===== config.mk =====
export PLATFORM = sky130hd
export DESIGN_NAME = proximity_collision_qualifier
export DESIGN_NICKNAME = d
export VERILOG_FILES = /design/src/pcq_pkg.sv /design/src/pcq_lane.sv /design/src/pcq_merge.sv /design/src/proximity_collision_qualifier.sv
export VERILOG_INCLUDE_DIRS = /design/src /design/src/src
export SDC_FILE = /design/constraint.sdc
export NUM_CORES = 1
export LEC_CHECK = 0
export ABC_AREA = 1
export BUFFER_PORTS_ARGS = -buffer_cell sky130_fd_sc_hd__buf_2
export CORE_MARGIN = 8
export CORE_UTILIZATION = 28
export CTS_BUF_LIST = sky130_fd_sc_hd__clkbuf_4 sky130_fd_sc_hd__clkbuf_8
export CTS_CLUSTER_DIAMETER = 60
export DETAILED_ROUTE_END_ITERATION = 10
export SETUP_SLACK_MARGIN = 0.3
export SYNTH_ARGS = -nofsm -noshare
export SYNTH_HDL_FRONTEND = slang
export SYNTH_SLANG_ARGS = --single-unit

===== constraint.sdc =====
create_clock -name clk -period 2 [get_ports clk]
set_clock_uncertainty 0.05 [all_clocks]
set_input_delay 0.4 -clock clk [delete_from_list [all_inputs] [get_ports clk]]
set_output_delay 0.4 -clock clk [all_outputs]
set_load 0.005 [all_outputs]

===== src/proximity_collision_qualifier_defines.svh =====
// Assertion macros for the proximity collision qualifier.
// Clocked on clk, disabled while rst_n is low; used by the top level only.
`ifndef PROXIMITY_COLLISION_QUALIFIER_DEFINES_SVH
`define PROXIMITY_COLLISION_QUALIFIER_DEFINES_SVH

`ifndef NO_ASSERTIONS

// Same-cycle implication
`define PCQ_ASSERT_NOW(label, ante, cons, msg) \
    label: assert property (@(posedge clk) disable iff (!rst_n) (ante) |-> (cons)) \
        else $error(msg);

// Next-cycle implication
`define PCQ_ASSERT_NEXT(label, ante, cons, msg) \
    label: assert property (@(posedge clk) disable iff (!rst_n) (ante) |=> (cons)) \
        else $error(msg);

`else

`define PCQ_ASSERT_NOW(label, ante, cons, msg)
`define PCQ_ASSERT_NEXT(label, ante, cons, msg)

`endif

`endif


===== src/pcq_pkg.sv =====
// Shared types and constants for the proximity collision qualifier.
// No dependencies; used by pcq_lane, pcq_merge and the top level.
`timescale 1ns / 1ps

package pcq_pkg;

    localparam int SAMPLE_BITS    = 10;
    localparam int NUM_CHANNELS   = 6;
    localparam int CNT_BITS       = 8;
    localparam int CFG_INDEX_BITS = 3;
    localparam int CFG_DATA_BITS  = SAMPLE_BITS;

    typedef logic [SAMPLE_BITS-1:0]    sample_t;
    typedef logic [CNT_BITS-1:0]       cnt_t;
    typedef logic [NUM_CHANNELS-1:0]   flags_t;
    typedef logic [CFG_INDEX_BITS-1:0] cfg_index_t;
    typedef logic [CFG_DATA_BITS-1:0]  cfg_data_t;

    // Limits reset to 1023, cut to the sample width
    localparam sample_t LIMIT_RESET   = sample_t'(1023);
    localparam cnt_t    CONFIRM_RESET = cnt_t'(2);
    localparam cnt_t    CNT_MAX       = '1;

    // Register indexes: 0..5 are channel limits, then the confirm count
    localparam cfg_index_t REG_CONFIRM_COUNT = cfg_index_t'(NUM_CHANNELS);

    // Channel order in qualified_flags
    localparam int CH_REAR_INT     = 0;
    localparam int CH_REAR_INT_FAR = 1;
    localparam int CH_REAR_HOOP    = 2;
    localparam int CH_LEFT_HOOP    = 3;
    localparam int CH_RIGHT_HOOP   = 4;
    localparam int CH_FRONT        = 5;

    typedef struct packed {
        sample_t rear_internal_sample;
        sample_t rear_hoop_sample;
        sample_t left_hoop_sample;
        sample_t right_hoop_sample;
        sample_t front_sample;
        logic    hoops_down;
    } scan_t;

    typedef struct packed {
        logic   collision_rear;
        logic   collision_rear_far;
        logic   collision_front;
        logic   collision_left;
        logic   collision_right;
        flags_t qualified_flags;
    } result_t;

    // Per-scan control broadcast to every lane
    typedef struct packed {
        logic fire;
        cnt_t confirm;
    } lane_ctrl_t;

endpackage


===== src/pcq_lane.sv =====
// One debounce lane: threshold compare, saturating hit counter and flag.
// Depends on pcq_pkg.
`timescale 1ns / 1ps

module pcq_lane
(
    input  logic                clk,
    input  logic                rst_n,
    input  pcq_pkg::lane_ctrl_t ctrl,
    input  pcq_pkg::sample_t    sample,
    input  pcq_pkg::sample_t    limit,
    output logic                flag_next
);

    pcq_pkg::cnt_t cnt_reg;
    pcq_pkg::cnt_t cnt_next;
    logic          flag_reg;
    logic          hit;

    // Count strictly-above samples, saturate at top, clear on a miss
    always_comb
    begin
        hit = (sample > limit);
        if (hit)
        begin
            if (cnt_reg == pcq_pkg::CNT_MAX)
            begin
                cnt_next = cnt_reg;
            end
            else
            begin
                cnt_next = cnt_reg + pcq_pkg::cnt_t'(1);
            end
            flag_next = flag_reg | (cnt_next >= ctrl.confirm);
        end
        else
        begin
            cnt_next  = '0;
            flag_next = 1'b0;
        end
    end

    // Lane state advances only on a scan transfer
    always_ff @(posedge clk or negedge rst_n)
    begin
        if (!rst_n)
        begin
            cnt_reg  <= '0;
            flag_reg <= 1'b0;
        end
        else if (ctrl.fire)
        begin
            cnt_reg  <= cnt_next;
            flag_reg <= flag_next;
        end
    end

endmodule


===== src/pcq_merge.sv =====
// Merge stage: maps the six lane flags to collision outputs by mode and
// holds the result in the output register. Depends on pcq_pkg.
`timescale 1ns / 1ps

module pcq_merge
(
    input  logic             clk,
    input  logic             rst_n,
    input  logic             load,
    input  pcq_pkg::flags_t  flags,
    input  logic             hoops_down,
    input  logic             result_ready,
    output logic             result_valid,
    output pcq_pkg::result_t result
);

    pcq_pkg::result_t result_reg;
    pcq_pkg::result_t result_next;
    logic             valid_reg;
    logic             valid_next;

    // Output selection by hoop mode
    always_comb
    begin
        result_next.qualified_flags = flags;
        result_next.collision_front = flags[pcq_pkg::CH_FRONT];
        if (hoops_down)
        begin
            result_next.collision_rear     = flags[pcq_pkg::CH_REAR_HOOP];
            result_next.collision_rear_far = 1'b0;
            result_next.collision_left     = flags[pcq_pkg::CH_LEFT_HOOP];
            result_next.collision_right    = flags[pcq_pkg::CH_RIGHT_HOOP];
        end
        else
        begin
            result_next.collision_rear     = flags[pcq_pkg::CH_REAR_INT];
            result_next.collision_rear_far = flags[pcq_pkg::CH_REAR_INT_FAR];
            result_next.collision_left     = 1'b0;
            result_next.collision_right    = 1'b0;
        end
    end

    // Valid: set on load, drop when the held result transfers
    always_comb
    begin
        if (load)
        begin
            valid_next = 1'b1;
        end
        else if (result_ready)
        begin
            valid_next = 1'b0;
        end
        else
        begin
            valid_next = valid_reg;
        end
    end

    always_ff @(posedge clk or negedge rst_n)
    begin
        if (!rst_n)
        begin
            valid_reg <= 1'b0;
        end
        else
        begin
            valid_reg <= valid_next;
        end
    end

    // Payload register, no reset needed
    always_ff @(posedge clk)
    begin
        if (load)
        begin
            result_reg <= result_next;
        end
    end

    assign result_valid = valid_reg;
    assign result       = result_reg;

endmodule


===== src/proximity_collision_qualifier.sv =====
// Proximity collision qualifier top level: config registers, six debounce
// lanes and the merge/output stage. Depends on pcq_pkg, pcq_lane, pcq_merge
// and proximity_collision_qualifier_defines.svh.
//
// Usage:
//   scan channel (scan_valid/scan_ready/scan) carries five distance samples
//   and the hoops_down mode bit. Each scan yields exactly one result on the
//   result channel (result_valid/result_ready/result).
//   Latency: the result is valid the cycle after the scan transfer.
//   Throughput: one scan per cycle; all six channel lanes update in the
//   cycle of the transfer, and the single output register sets the pace.
//   scan_ready is high whenever the output register is empty or its result
//   is taken in the same cycle; while the receiver stalls, one result is
//   held and the next scan waits.
//   cfg channel (cfg_valid/cfg_ready/cfg_index/cfg_data) is always ready;
//   indexes 0..5 write channel limits, 6 writes the confirm count (low 8
//   bits), 7 is ignored. Write only while no scan is in flight.
//   Reset: limits go to all ones, confirm count to 2, counters and flags
//   clear, no result is pending.
`timescale 1ns / 1ps
`include "proximity_collision_qualifier_defines.svh"

module proximity_collision_qualifier
(
    input  logic                 clk,
    input  logic                 rst_n,
    input  logic                 scan_valid,
    output logic                 scan_ready,
    input  pcq_pkg::scan_t       scan,
    output logic                 result_valid,
    input  logic                 result_ready,
    output pcq_pkg::result_t     result,
    input  logic                 cfg_valid,
    output logic                 cfg_ready,
    input  pcq_pkg::cfg_index_t  cfg_index,
    input  pcq_pkg::cfg_data_t   cfg_data
);

    pcq_pkg::sample_t    limit_reg [pcq_pkg::NUM_CHANNELS];
    pcq_pkg::cnt_t       confirm_reg;
    pcq_pkg::sample_t    lane_sample [pcq_pkg::NUM_CHANNELS];
    pcq_pkg::flags_t     flags_next;
    pcq_pkg::lane_ctrl_t lane_ctrl;
    logic                scan_fire;
    logic                cfg_fire;

    assign cfg_ready  = 1'b1;
    assign cfg_fire   = cfg_valid & cfg_ready;
    assign scan_ready = ~result_valid | result_ready;
    assign scan_fire  = scan_valid & scan_ready;

    // Configuration registers
    always_ff @(posedge clk or negedge rst_n)
    begin
        if (!rst_n)
        begin
            for (int i = 0; i < pcq_pkg::NUM_CHANNELS; i++)
            begin
                limit_reg[i] <= pcq_pkg::LIMIT_RESET;
            end
            confirm_reg <= pcq_pkg::CONFIRM_RESET;
        end
        else if (cfg_fire)
        begin
            for (int i = 0; i < pcq_pkg::NUM_CHANNELS; i++)
            begin
                if (cfg_index == pcq_pkg::cfg_index_t'(i))
                begin
                    limit_reg[i] <= cfg_data[pcq_pkg::SAMPLE_BITS-1:0];
                end
            end
            if (cfg_index == pcq_pkg::REG_CONFIRM_COUNT)
            begin
                confirm_reg <= cfg_data[pcq_pkg::CNT_BITS-1:0];
            end
        end
    end

    // Both rear internal channels watch the same sensor
    assign lane_sample[pcq_pkg::CH_REAR_INT]     = scan.rear_internal_sample;
    assign lane_sample[pcq_pkg::CH_REAR_INT_FAR] = scan.rear_internal_sample;
    assign lane_sample[pcq_pkg::CH_REAR_HOOP]    = scan.rear_hoop_sample;
    assign lane_sample[pcq_pkg::CH_LEFT_HOOP]    = scan.left_hoop_sample;
    assign lane_sample[pcq_pkg::CH_RIGHT_HOOP]   = scan.right_hoop_sample;
    assign lane_sample[pcq_pkg::CH_FRONT]        = scan.front_sample;

    assign lane_ctrl.fire    = scan_fire;
    assign lane_ctrl.confirm = confirm_reg;

    // Channel lanes
    for (genvar c = 0; c < pcq_pkg::NUM_CHANNELS; c++)
    begin : g_lane
        pcq_lane u_lane
        (
            .clk       (clk),
            .rst_n     (rst_n),
            .ctrl      (lane_ctrl),
            .sample    (lane_sample[c]),
            .limit     (limit_reg[c]),
            .flag_next (flags_next[c])
        );
    end

    // Merge and output register
    pcq_merge u_merge
    (
        .clk          (clk),
        .rst_n        (rst_n),
        .load         (scan_fire),
        .flags        (flags_next),
        .hoops_down   (scan.hoops_down),
        .result_ready (result_ready),
        .result_valid (result_valid),
        .result       (result)
    );

    // Checks
    `PCQ_ASSERT_NOW(a_stall_only_on_hold, !scan_ready, result_valid && !result_ready,
        "scan_ready low without a stalled result")
    `PCQ_ASSERT_NEXT(a_result_follows_scan, scan_fire, result_valid,
        "no result after a scan transfer")
    `PCQ_ASSERT_NEXT(a_zero_sample_clears, scan_fire && (scan.rear_internal_sample == '0),
        !result.qualified_flags[pcq_pkg::CH_REAR_INT]
        && !result.qualified_flags[pcq_pkg::CH_REAR_INT_FAR],
        "rear internal flag set by a zero sample")
    `PCQ_ASSERT_NOW(a_mode_exclusive, result_valid && result.collision_rear_far,
        !result.collision_left && !result.collision_right,
        "hoop-up and hoop-down outputs active together")

endmodule


==> impl_results.md <==
* Core Area at 32,600 µm²
* Detailed Route Iter0 Violations at 378
* Io pins at 83
* Relative slew slack at 0.572
* Pre-CTS setup slack at -162 ps
* Simple-Gate Fraction of Synth Area at 0.296
* Max-Cap Viols at 0
* PwrDens at 851 nW/µm²
* Most frequent cells in the layout: nand2_1 (375), inv_1 (139), buf_4 (126)
* Worst EP required at 2170 ps
* Vias in the first global route at 9,137
* Synth-to-layout area growth at 45.9%
* Met3 WL at 1100 µm
* # fillers at 3,208
* Final GP Congestion at 0.842
* Rows at 66
* Effective utilization at floorplan at 0.285
* Routed Antenna Nets at 0
* Via count at 8,959
* Pin count of the biggest net entering global routing at 54
* Synth Instances at 1,252
* Initial antenna violation count at 0
* Fin nets at 1,679
* Fmax at 0.451 GHz
* Status: finished with violations
* Footprint of the multi-input gates at 6460 µm²
* Setup violators final at 15
* CTS Hold Bufs at 0
* Multiplexer share of the synthesized area at 0
* Crit path DAT at 2380 ps
* Flops & latches, synth at 133
* Clock sinks at 133
* Kind of critical path: reg -> reg
* TritonCTS Buffers at 17
* Fin. max-slew vios at 0
* Max reg flops at 60
* Startpoint types: flop
* Synth top area cells: nand2_1 (18%), dfstp_2 (17%), dfrtp_1 (17%)
* CP max FO at 6
* Part of the cycle the worst path needs at 1.11
* Commonest non-fill, non-tap cell in the layout: nand2_1
* Yosys top cell by area: nand2_1
* Slew @ Worst Pin at 641 ps
* Non-Filler Instances at 1,951
* Final hold vios at 0
* Synth Warn # at 0
* Horiz. Die Dim at 198 µm
* Failing checks: negative setup slack
* Seq/Total Area, Yosys at 0.371
* Max Used Layer: met4
* WL final at 27,500 µm
* CTS Buffer Depth at 2
* Maximum VDD drop at 0.000505 V
* Clk Latency, worst-skew pair at 460 ps
* CTS tree: built
* GRT Resource Usage Total at 0.143
* Reg clk slew, reported paths at 90 ps
* Yosys top cell area share at 0.177
* Avg Cell Area, Syn at 7.44 µm²
* H-tree levels at 4
* Grt total ovfl at 0
* Die Y at 198 µm
* Die Area at 39,300 µm²
* Root Buffer: clkbuf_8
* Total negative slack at -1830 ps
* Syn Std Cell Area at 9310 µm²
* Largest family of logic cells by synthesized area: simple AND/OR/NAND/NOR gates
* Synth Area in Adders at 0.153
* Count of different cell masters after synthesis at 36
* Crit end category: flop
* Worst Hold Class: in -> async
* Final WS setup at -215 ps
* Met2 WL at 13,200 µm
* RSZ-0062 raised after global routing: yes
* DRC viols at 0
* HPWL Detailed at 19,100 µm
* Fraction of layout cells with a size suffix above 1 at 0.422
* Synth Area in Compound Gates at 0.0738
* Input/output buffers at 81
* Register area at 3450 µm²
* Cells after DPL at 1,870
* TritonRoute pass-1 iters at 4
* Tmin final at 2220 ps
* Vias/cell at 4.59
* P_leak at 6.85 nW
* First-pass GRT wire length at 45,300 µm
* Net Count, Synth at 1,435
* Inserted Diodes at 0
* WL met1 at 12,800 µm
* Synth Area in XOR/XNOR at 0.0113
* Wire per inst at 14.1 µm
layout make-up:
class	instances	share of cell area
Timing Repair Buffer	255	0.145
Clock buffer	18	0.0178
Multi-Input combinational cell	892	0.475
Sequential cell	133	0.254
Clock inverter	14	0.0127
Tap cell	442	0.0407
Inverter	197	0.0546
timing repair:
| item | in CTS | in global routing |
|---|---|---|
| buffers inserted | 39 | 7 |
| resized for setup | 245 | 97 |
| setup endpoints to repair | 64 | 64 |
| pin swaps | 135 | 97 |
| cloned | 3 | 0 |
critical path, cell delays in order (launching register included):
cell and delay [ps]:
dfrtp_1 400, ha_4 160, nand2_4 60, nor2_4 140
nand4_4 180, o21ai_4 220, inv_2 60, ha_4 250
nand2_2 60, nand3_2 70, nand2_2 70, nand2_2 50
nand2_2 60, nand2_2 60, nand2_2 60, nor2_1 40
routing by layer:
layer,vias up,GRT usage
met5,-,0
met4,0,0.0360
met3,27,0.0263
met2,176,0.243
met1,4262,0.184
li1,4494,-
logic make-up after synthesis:
group                    count (synthesis)
AO/OA/AOI/OAI                          126
XOR/XNOR                                12
adder cells (fa/ha/maj)                114
buffers and inverters                  227
flip-flops                             133
other                                    1
AND/OR/NAND/NOR                        639
stage by stage:
step                      total power [mW]  cell area (µm²)  hold WS (ps)   util
after floorplan                       6.09             9360          54.4      -
final                                 11.6            13600          27.1  0.417
after detailed placement              7.60            11200           423  0.344
after global placement                7.49            11200           416  0.344
after CTS                             11.2            13200          11.4  0.403
after global routing                  12.5            13600          26.9  0.417
cells in the mapped netlist (all sizes together):
library cell / instances
ha: 114
o21ai: 90
nor3b: 2
and3: 3
xor2: 11
dfstp: 61
nor2: 74
clkbuf: 21
nand3: 46
and2: 1
edfxtp: 10
dfrtp: 62
o21bai: 6
nor3: 5
buf: 9
xnor2: 1
o22ai: 2
nand4: 58
conb: 1
inv: 197
a21oi: 27
o21ba: 1
nand2: 449
nand3b: 1
report_power, final:
| group | internal (mW) | switching [mW] |
|---|---|---|
| clock network | 1.27 | 1.20 |
| logic | 2.53 | 2.79 |
| registers | 3.40 | 0.373 |
| total | 7.20 | 4.36 |
final timing paths:
kind                                             start                        end  slack (ps)  cells after the start
min reg2reg                  g_lane[0].u_lane.flag_reg  g_lane[0].u_lane.flag_reg         440                      2
min in group clk                          result_ready       u_merge.result_valid         180                      4
min                                              rst_n              limit_reg[41]          30                      1
max reg2reg                g_lane[4].u_lane.cnt_reg[1]          u_merge.result[6]        -220                     15
max in group asynchronous                        rst_n              limit_reg[39]        1480                      2
max                        g_lane[4].u_lane.cnt_reg[1]          u_merge.result[6]        -220                     15
No activity file was read; power rests on OpenSTA's default activity.
